===== src/sv/cfc_pkg.sv =====
`timescale 1ns / 1ps
// Shared types, codes and fixed-point constants for the field cell colorizer.
// No dependencies; every other file of the block imports this package.
package cfc_pkg;

  // Number of register stages from the input transfer through the output register.
  localparam int NumStages = 6;

  // Color mode codes held in the mode register.
  typedef enum logic [1:0] {
    MODE_WHITE = 2'd0,
    MODE_HUE   = 2'd1,
    MODE_VEL   = 2'd2,
    MODE_NONE  = 2'd3
  } color_mode_t;

  // Register indexes on the configuration port (byte address = 4 * index).
  typedef enum logic [1:0] {
    REG_COLOR_MODE  = 2'd0,
    REG_SATURATION  = 2'd1,
    REG_VALUE_LEVEL = 2'd2,
    REG_HUE_ALPHA   = 2'd3
  } reg_index_t;

  // Sixty-degree sector of the hue circle.
  typedef enum logic [2:0] {
    SECTOR_0 = 3'd0,
    SECTOR_1 = 3'd1,
    SECTOR_2 = 3'd2,
    SECTOR_3 = 3'd3,
    SECTOR_4 = 3'd4,
    SECTOR_5 = 3'd5
  } hue_sector_t;

  // Effective configuration as seen by the datapath.
  typedef struct packed {
    color_mode_t mode;
    logic [8:0]  sat;        // saturation clamped to 256
    logic [15:0] v255;       // clamped value level times 255
    logic [7:0]  hue_alpha;
  } cfg_t;

  // Per-stage load enables from the pipeline control.
  typedef struct packed {
    logic [NumStages-1:0] load;
  } pipe_ctrl_t;

  // Density at or above this saturates the white-mode alpha.
  localparam logic [23:0] ALPHA_SAT_DENS = 24'd25651;
  localparam logic [31:0] ALPHA_ROUND    = 32'd12800;
  // Reciprocals: floor(m/100) = (m*5243)>>19 for m < 25600,
  // floor(h/360) = (h*11651)>>22 for h < 65536,
  // floor(w/60) = (w*17477)>>20 for w < 16384.
  localparam logic [12:0] RECIP_100      = 13'd5243;
  localparam logic [13:0] RECIP_360      = 14'd11651;
  localparam logic [14:0] RECIP_60       = 15'd17477;
  localparam logic [29:0] HSV_ROUND      = 30'd1966080;
  localparam logic [13:0] D_FULL         = 14'd15360;
  localparam logic [8:0]  FULL_SCALE     = 9'd256;

  // Velocity to offset position: 10*v + 32768 clamped to [0, 65536].
  function automatic logic [16:0] vel_clamp(input logic signed [17:0] v);
    logic signed [22:0] xs;
    logic [16:0]        res;
    xs = 23'(v) * 23'sd10 + 23'sd32768;
    if (xs < 23'sd0) begin
      res = 17'd0;
    end else if (xs > 23'sd65536) begin
      res = 17'd65536;
    end else begin
      res = xs[16:0];
    end
    return res;
  endfunction

  // Offset position to an 8-bit channel with round half up.
  function automatic logic [7:0] vel_chan(input logic [16:0] x);
    logic [24:0] t;
    t = 25'(x) * 25'd255 + 25'd32768;
    return t[23:16];
  endfunction

endpackage


===== src/sv/cfc_regs.sv =====
`timescale 1ns / 1ps
// APB-style configuration registers of the colorizer and their clamped views.
// Depends on cfc_pkg.
module cfc_regs (
  input  logic                clk,
  input  logic                rst,
  input  logic                psel,
  input  logic                penable,
  input  logic                pwrite,
  input  logic [3:0]          paddr,
  input  logic [31:0]         pwdata,
  output logic [31:0]         prdata,
  output logic                pready,
  output cfc_pkg::cfg_t       cfg
);
  import cfc_pkg::*;

  logic [1:0] color_mode;
  logic [8:0] saturation;
  logic [8:0] value_level;
  logic [7:0] hue_alpha;
  logic       wr_en;
  reg_index_t idx;
  logic [8:0] v_clamped;

  assign pready = 1'b1;
  assign wr_en  = psel && penable && pwrite;
  assign idx    = reg_index_t'(paddr[3:2]);

  // Register writes on the access phase of a write transfer.
  always_ff @(posedge clk) begin
    if (rst) begin
      color_mode  <= 2'd0;
      saturation  <= FULL_SCALE;
      value_level <= FULL_SCALE;
      hue_alpha   <= 8'hFF;
    end else if (wr_en) begin
      case (idx)
        REG_COLOR_MODE:  color_mode  <= pwdata[1:0];
        REG_SATURATION:  saturation  <= pwdata[8:0];
        REG_VALUE_LEVEL: value_level <= pwdata[8:0];
        REG_HUE_ALPHA:   hue_alpha   <= pwdata[7:0];
        default: ;
      endcase
    end
  end

  // Read back the stored values.
  always_comb begin
    case (idx)
      REG_COLOR_MODE:  prdata = 32'(color_mode);
      REG_SATURATION:  prdata = 32'(saturation);
      REG_VALUE_LEVEL: prdata = 32'(value_level);
      REG_HUE_ALPHA:   prdata = 32'(hue_alpha);
      default:         prdata = 32'd0;
    endcase
  end

  // Values above one act as one; value is pre-scaled by 255 for the lanes.
  assign v_clamped     = (value_level > FULL_SCALE) ? FULL_SCALE : value_level;
  assign cfg.mode      = color_mode_t'(color_mode);
  assign cfg.sat       = (saturation > FULL_SCALE) ? FULL_SCALE : saturation;
  assign cfg.v255      = 16'({v_clamped, 8'd0} - 17'(v_clamped));
  assign cfg.hue_alpha = hue_alpha;

endmodule


===== src/sv/cfc_hsv_term.sv =====
`timescale 1ns / 1ps
// One HSV channel term: round(255 * V * d / 3932160) over two register stages.
// Depends on cfc_pkg.
module cfc_hsv_term (
  input  logic        clk,
  input  logic        load_a,
  input  logic        load_b,
  input  logic [15:0] v255,
  input  logic [13:0] d,
  output logic [7:0]  ch
);
  import cfc_pkg::*;

  logic [29:0] prod;
  logic [13:0] w;
  logic [28:0] qprod;

  // First stage: scaled product, rounded and divided by 65536.
  assign prod = 30'(v255) * 30'(d) + HSV_ROUND;

  always_ff @(posedge clk) begin
    if (load_a) begin
      w <= prod[29:16];
    end
  end

  // Second stage: the remaining division by 60 through a reciprocal.
  assign qprod = 29'(w) * 29'(RECIP_60);

  always_ff @(posedge clk) begin
    if (load_b) begin
      ch <= qprod[27:20];
    end
  end

endmodule


===== src/sv/cfc_ctrl.sv =====
`timescale 1ns / 1ps
// Valid bits and ready chain of the colorizer pipeline; a stage loads when it
// is empty or the stage after it moves. Depends on cfc_pkg.
module cfc_ctrl (
  input  logic                  clk,
  input  logic                  rst,
  input  logic                  in_valid,
  output logic                  in_ready,
  output logic                  out_valid,
  input  logic                  out_ready,
  output cfc_pkg::pipe_ctrl_t   ctrl
);
  import cfc_pkg::*;

  logic [NumStages-1:0] vld;
  logic [NumStages-1:0] vld_in;
  logic [NumStages:0]   rdy;

  // Ready propagates backward; bubbles are filled.
  always_comb begin
    rdy[NumStages] = out_ready;
    for (int k = NumStages - 1; k >= 0; k--) begin
      rdy[k] = !vld[k] || rdy[k+1];
    end
  end

  assign vld_in = {vld[NumStages-2:0], in_valid};

  always_ff @(posedge clk) begin
    if (rst) begin
      vld <= '0;
    end else begin
      vld <= (rdy[NumStages-1:0] & vld_in) | (~rdy[NumStages-1:0] & vld);
    end
  end

  assign ctrl.load = rdy[NumStages-1:0];
  assign in_ready  = rdy[0];
  assign out_valid = vld[NumStages-1];

  // A draining sink never holds off the source.
  a_ready_through: assert property (@(posedge clk) disable iff (rst)
    out_ready |-> in_ready)
    else $error("input stalled while output is ready");

  // An accepted transfer occupies the first stage.
  a_enter: assert property (@(posedge clk) disable iff (rst)
    in_valid && in_ready |=> vld[0])
    else $error("accepted transfer lost at first stage");

  // An empty pipeline always accepts.
  a_empty_ready: assert property (@(posedge clk) disable iff (rst)
    (vld == '0) |-> in_ready)
    else $error("empty pipeline not ready");

endmodule


===== src/sv/field_cell_colorizer.sv =====
`timescale 1ns / 1ps
// Field cell colorizer: maps one cell's density and velocity to an RGBA color.
// Input channel: density, vel_x, vel_y with in_valid / in_ready.
// Output channel: red, green, blue, alpha with out_valid / out_ready.
// The mode register picks white with density alpha, a hue taken from the
// density, a velocity map, or transparent black for the unused code;
// saturation, value level and hue alpha shape the hue mode. The user must
// write the registers over the APB-style port only while the block is idle;
// the block itself does not enforce it. pready is always high.
// Throughput is one item per cycle while out_ready is high: six register
// stages, each with its own valid bit, and the hue path's multipliers split
// across them. When the receiver stalls, the results hold in place and empty
// stages still fill, so a full pipeline holds six items before in_ready drops.
// Reset empties the pipeline and loads mode white, saturation and value
// level of one, and an opaque hue alpha. Depends on cfc_pkg, cfc_regs,
// cfc_ctrl and cfc_hsv_term.
module field_cell_colorizer (
  input  logic               clk,
  input  logic               rst,
  input  logic               psel,
  input  logic               penable,
  input  logic               pwrite,
  input  logic [3:0]         paddr,
  input  logic [31:0]        pwdata,
  output logic [31:0]        prdata,
  output logic               pready,
  input  logic               in_valid,
  output logic               in_ready,
  input  logic [23:0]        density,
  input  logic signed [17:0] vel_x,
  input  logic signed [17:0] vel_y,
  output logic               out_valid,
  input  logic               out_ready,
  output logic [7:0]         red,
  output logic [7:0]         green,
  output logic [7:0]         blue,
  output logic [7:0]         alpha
);
  import cfc_pkg::*;

  typedef struct packed {
    hue_sector_t sector;
    logic [7:0]  alpha0;
    logic [7:0]  vel_r;
    logic [7:0]  vel_g;
  } side_t;

  cfg_t       cfg;
  pipe_ctrl_t ctrl;

  cfc_regs u_regs (
    .clk, .rst, .psel, .penable, .pwrite, .paddr, .pwdata, .prdata, .pready, .cfg
  );

  cfc_ctrl u_ctrl (
    .clk, .rst, .in_valid, .in_ready, .out_valid, .out_ready, .ctrl
  );

  // Stage 0: scaled density, hue quotient estimate, clamped velocities.
  logic [31:0] dens_n;
  logic [29:0] hq_prod;
  logic        s0_sat;
  logic [14:0] s0_m;
  logic [15:0] s0_h;
  logic [7:0]  s0_q;
  logic [16:0] s0_xr;
  logic [16:0] s0_xg;

  assign dens_n  = 32'(density) * 32'd255 + ALPHA_ROUND;
  assign hq_prod = 30'(density[23:8]) * 30'(RECIP_360);

  always_ff @(posedge clk) begin
    if (ctrl.load[0]) begin
      s0_sat <= (density >= ALPHA_SAT_DENS);
      s0_m   <= dens_n[22:8];
      s0_h   <= density[23:8];
      s0_q   <= hq_prod[29:22];
      s0_xr  <= vel_clamp(vel_x);
      s0_xg  <= vel_clamp(vel_y);
    end
  end

  // Stage 1: white alpha, hue modulo 360, velocity channels.
  logic [27:0] a_prod;
  logic [16:0] h_mod;
  logic [7:0]  s1_alpha0;
  logic [8:0]  s1_hue;
  logic [7:0]  s1_vel_r;
  logic [7:0]  s1_vel_g;

  assign a_prod = 28'(s0_m) * 28'(RECIP_100);
  assign h_mod  = 17'(s0_h) - 17'(s0_q) * 17'd360;

  always_ff @(posedge clk) begin
    if (ctrl.load[1]) begin
      s1_alpha0 <= s0_sat ? 8'hFF : a_prod[26:19];
      s1_hue    <= h_mod[8:0];
      s1_vel_r  <= vel_chan(s0_xr);
      s1_vel_g  <= vel_chan(s0_xg);
    end
  end

  // Stage 2: sector, fraction, and the differences 15360 - S*k.
  hue_sector_t sector;
  logic [8:0]  hue_rem;
  logic [5:0]  frac;
  logic [5:0]  frac_inv;
  logic [14:0] sp_p;
  logic [14:0] sp_q;
  logic [14:0] sp_t;
  logic [14:0] d_p_full;
  logic [14:0] d_q_full;
  logic [14:0] d_t_full;
  logic [13:0] s2_d_p;
  logic [13:0] s2_d_q;
  logic [13:0] s2_d_t;
  side_t       s2_side;
  side_t       s3_side;
  side_t       s4_side;

  always_comb begin
    if (s1_hue >= 9'd300) begin
      sector = SECTOR_5;
    end else if (s1_hue >= 9'd240) begin
      sector = SECTOR_4;
    end else if (s1_hue >= 9'd180) begin
      sector = SECTOR_3;
    end else if (s1_hue >= 9'd120) begin
      sector = SECTOR_2;
    end else if (s1_hue >= 9'd60) begin
      sector = SECTOR_1;
    end else begin
      sector = SECTOR_0;
    end
  end

  assign hue_rem  = s1_hue - 9'(sector) * 9'd60;
  assign frac     = hue_rem[5:0];
  assign frac_inv = 6'd60 - frac;
  assign sp_p     = 15'(cfg.sat) * 15'd60;
  assign sp_q     = 15'(cfg.sat) * 15'(frac);
  assign sp_t     = 15'(cfg.sat) * 15'(frac_inv);
  assign d_p_full = 15'(D_FULL) - sp_p;
  assign d_q_full = 15'(D_FULL) - sp_q;
  assign d_t_full = 15'(D_FULL) - sp_t;

  always_ff @(posedge clk) begin
    if (ctrl.load[2]) begin
      s2_d_p         <= d_p_full[13:0];
      s2_d_q         <= d_q_full[13:0];
      s2_d_t         <= d_t_full[13:0];
      s2_side.sector <= sector;
      s2_side.alpha0 <= s1_alpha0;
      s2_side.vel_r  <= s1_vel_r;
      s2_side.vel_g  <= s1_vel_g;
    end
  end

  // Stages 3 and 4: the four channel terms, side data carried alongside.
  logic [7:0] c_v;
  logic [7:0] c_p;
  logic [7:0] c_q;
  logic [7:0] c_t;

  cfc_hsv_term u_term_v (
    .clk, .load_a(ctrl.load[3]), .load_b(ctrl.load[4]), .v255(cfg.v255),
    .d(D_FULL), .ch(c_v)
  );
  cfc_hsv_term u_term_p (
    .clk, .load_a(ctrl.load[3]), .load_b(ctrl.load[4]), .v255(cfg.v255),
    .d(s2_d_p), .ch(c_p)
  );
  cfc_hsv_term u_term_q (
    .clk, .load_a(ctrl.load[3]), .load_b(ctrl.load[4]), .v255(cfg.v255),
    .d(s2_d_q), .ch(c_q)
  );
  cfc_hsv_term u_term_t (
    .clk, .load_a(ctrl.load[3]), .load_b(ctrl.load[4]), .v255(cfg.v255),
    .d(s2_d_t), .ch(c_t)
  );

  always_ff @(posedge clk) begin
    if (ctrl.load[3]) begin
      s3_side <= s2_side;
    end
    if (ctrl.load[4]) begin
      s4_side <= s3_side;
    end
  end

  // Stage 5: sector assignment and mode selection into the output register.
  logic [7:0] red_next;
  logic [7:0] green_next;
  logic [7:0] blue_next;
  logic [7:0] alpha_next;
  logic [7:0] hr;
  logic [7:0] hg;
  logic [7:0] hb;

  always_comb begin
    case (s4_side.sector)
      SECTOR_1: begin hr = c_q; hg = c_v; hb = c_p; end
      SECTOR_2: begin hr = c_p; hg = c_v; hb = c_t; end
      SECTOR_3: begin hr = c_p; hg = c_q; hb = c_v; end
      SECTOR_4: begin hr = c_t; hg = c_p; hb = c_v; end
      SECTOR_5: begin hr = c_v; hg = c_p; hb = c_q; end
      default:  begin hr = c_v; hg = c_t; hb = c_p; end
    endcase
  end

  always_comb begin
    case (cfg.mode)
      MODE_WHITE: begin
        red_next   = 8'hFF;
        green_next = 8'hFF;
        blue_next  = 8'hFF;
        alpha_next = s4_side.alpha0;
      end
      MODE_HUE: begin
        red_next   = hr;
        green_next = hg;
        blue_next  = hb;
        alpha_next = cfg.hue_alpha;
      end
      MODE_VEL: begin
        red_next   = s4_side.vel_r;
        green_next = s4_side.vel_g;
        blue_next  = 8'hFF;
        alpha_next = 8'hFF;
      end
      default: begin
        red_next   = 8'd0;
        green_next = 8'd0;
        blue_next  = 8'd0;
        alpha_next = 8'd0;
      end
    endcase
  end

  always_ff @(posedge clk) begin
    if (ctrl.load[5]) begin
      red   <= red_next;
      green <= green_next;
      blue  <= blue_next;
      alpha <= alpha_next;
    end
  end

endmodule


===== config.mk =====
export PLATFORM = sky130hd
export DESIGN_NAME = field_cell_colorizer
export DESIGN_NICKNAME = d
export VERILOG_FILES = /design/src/sv/cfc_pkg.sv /design/src/sv/cfc_regs.sv /design/src/sv/cfc_hsv_term.sv /design/src/sv/cfc_ctrl.sv /design/src/sv/field_cell_colorizer.sv
export SDC_FILE = /design/constraint.sdc
export NUM_CORES = 2
export LEC_CHECK = 0
export BUFFER_PORTS_ARGS = -buffer_cell sky130_fd_sc_hd__buf_4
export CELL_PAD_IN_SITES_DETAIL_PLACEMENT = 1
export CELL_PAD_IN_SITES_GLOBAL_PLACEMENT = 2
export CORE_MARGIN = 2
export CORE_UTILIZATION = 48
export CTS_BUF_LIST = sky130_fd_sc_hd__clkbuf_8
export CTS_CLUSTER_DIAMETER = 80
export CTS_CLUSTER_SIZE = 10
export DETAILED_ROUTE_END_ITERATION = 10
export PLACE_DENSITY = 0.95
export SKIP_CTS_REPAIR_TIMING = 1
export SYNTH_ARGS = -nofsm -noshare
export SYNTH_HDL_FRONTEND = slang
export SYNTH_SLANG_ARGS = --single-unit

===== constraint.sdc =====
create_clock -name clk -period 13.1 [get_ports clk]
set_input_delay 2.62 -clock clk [delete_from_list [all_inputs] [get_ports clk]]
set_output_delay 2.62 -clock clk [all_outputs]
set_load 0.02 [all_outputs]

==> flow_metrics.tcl <==
set metrics [dict create \
    status "finished clean" \
    initial_utilization_pct 48.4 \
    ys_types 85 \
    fin_skew_ns 0.0549 \
    worstSetupEndpointType "register" \
    max_cap_viol_count 0 \
    row_count 134 \
    coreArea_sq_mm 0.134 \
    finalSetupTns_ns 0 \
    finalCritPeriodShare_pct 76.8 \
    clock_latency_ns 0.74 \
    whs_ns 0.409 \
    fin_ws_ns 3.04 \
    rsz0062_at_grt "false" \
    synthTopCellsByCount "inv_1, ha_1, fa_1" \
    via_per_inst 5.41 \
    path_buf_inv 5 \
    fmax_ghz 0.0994 \
    synthToLayoutAreaGrowth_pct 5.71 \
    place_congestion 0.841 \
    grt_pass1_wl_um 268000 \
    finalSetupViolations 0 \
    numCtsBuffers 51 \
    ys_top_cells_by_area "fa_1, ha_1, edfxtp_1" \
    dr.pass1.iters 6 \
    drive_gt1_share_pct 4.43 \
    crit_path_max_incr_delay_ns 0.73 \
    synth_most_common_cell "inv_1" \
    ctsHtreeMaxLevel 2 \
    synth_top_area_share_pct 30.8 \
    cp.required_ns 13.55 \
    clk_transition_reported_paths_ns 0.08 \
    worst_pin_slew_ns 1.20 \
    grt.total_usage_pct 24.4 \
    slew_headroom_pct 19.7 \
    n_fill_cell 14800 \
    crit_slowest_cell "dfxtp_1" \
    place_hpwl_um 135000 \
    wl_um 162000 \
    grt_max_degree 83 \
    synth_flop_cell "edfxtp_1" \
    crit_arrival_ns 10.51 \
    pin_count 170 \
    grt-ovfl-total 0 \
    multi_input_area_sq_mm 0.0481 \
    postRouteAntennaNets 0 \
    cts_tree "done" \
    detailedPlace.worstSlack_ns 3.13 \
    antenna_found_initial 9 \
    hp-class "reg -> reg" \
    cts_sinks 370 \
    crit_family "adder cells" \
    synth.avg_cell_area_sq_um 10.2 \
    drt_iter0_drc 1762 \
    min_period_ns 10.06 \
    crit_fanout 40 \
    die_h_um 371 \
    root_buffer "clkbuf_8" \
    synth-seq-cells 370 \
    synthArstFlopShare_pct 0 \
    grt_pass1_vias 51300 \
    seq_area_sq_mm 0.0108 \
    ys_seq_area_share_pct 16.6 \
    routedWlPerCell_um 19.8 \
    syn_inst 6338 \
    dieArea_sq_mm 0.138 \
    nets 8680 \
    synth_area_sq_mm 0.0647 \
    synth_edf_count 336 \
    io_buffers 120 \
    clock_path_buffers 3 \
    drc 0 \
    die_x_um 371 \
    cpMostUsedCell "fa_1" \
    vias 44300 \
    synth_warnings 0 \
    cp-start-kind "register" \
    finalHoldViolCount 0 \
    synth_top_cell_by_area "fa_1" \
    slew_viol_final 0 \
    critPathKind "reg -> reg" \
]
## flip-flops by register name, summed over array words and instances (netlist names), 9 cells and up, named ones only
signal	count
s2_d_t	13
u_regs.saturation	9
s3_side	27
s1_hue	9
u_term_p.w	14
s0_xg	16
s2_d_p	12
s0_m	15
u_term_v.w	14
s2_side	27
s2_d_q	14
s0_xr	16
u_term_q.w	14
s0_h	9
s4_side	27
u_term_t.w	14
u_regs.value_level	9
## cells by family after synthesis
group	count (synthesis)	share of synthesized area (%)
fa+ha+maj	2195	54.0
buf+inv	1582	9.33
simple gates	1329	10.0
compound gates	582	6.15
flops	370	16.6
xor+xnor	250	3.38
mux	28	0.484
other cells	2	0.0116
## placed cells by master (no fill, tap or decap), types with 51 or more instances in the layout
cell and n:
fa_1 994, xnor2_1 184, inv_1 1411, nor3_1 52
buf_4 148, and2_1 277, xor2_1 64, nand2_1 445
a21oi_1 155, o21ai_0 88, edfxtp_1 336, ha_1 1199
nor2_1 269, a21o_1 79, clkbuf_8 51, nor2b_1 70
## cell type report
| class | instances | area share, % |
|---|---|---|
| Multi-Input combinational cell | 4408 | 70.3 |
| Sequential cell | 370 | 15.8 |
| Inverter | 1405 | 7.71 |
| Tap cell | 1768 | 3.23 |
| Timing Repair Buffer | 148 | 1.62 |
| Clock buffer | 51 | 1.03 |
| Clock inverter | 30 | 0.331 |
| Antenna cell | 3 | 0.0110 |
## final timing paths
check,start,end,slack (ns),cells after the start
worst max-delay path,u_regs.value_level[8]$_SDFFE_PP1P_,u_term_q.w[13]$_DFFE_PP_,3.04,30
worst max register to register,u_regs.value_level[8]$_SDFFE_PP1P_,u_term_q.w[13]$_DFFE_PP_,3.04,30
worst min-delay path,s1_alpha0[5]$_SDFFCE_PP1P_,s2_side[21]$_DFFE_PP_,0.41,0
worst min register to register,s1_alpha0[5]$_SDFFCE_PP1P_,s2_side[21]$_DFFE_PP_,0.41,0
## through the flow
step / instances / instance area, sq um / util (%)
floorplan: 6360 / 64800 / -
global placement: 8099 / 67400 / 50.5
detailed placement: 8099 / 67400 / 50.5
CTS: 8180 / 68400 / 51.2
global route: 8181 / 68400 / 51.2
finish: 8183 / 68400 / 51.2
## metal layers
metal | track usage [%] | vias to the layer above | wire, um
li1 | - | 20200 | -
met1 | 30.1 | 23000 | 67700
met2 | 45.4 | 817 | 84800
met3 | 2.07 | 244 | 5680
met4 | 6.65 | 6 | 4080
met5 | 0 | - | 36
Power is left out: the tool's default activity adds up to more than one toggle a clock period on the data nets, which glitch-free logic cannot reach.
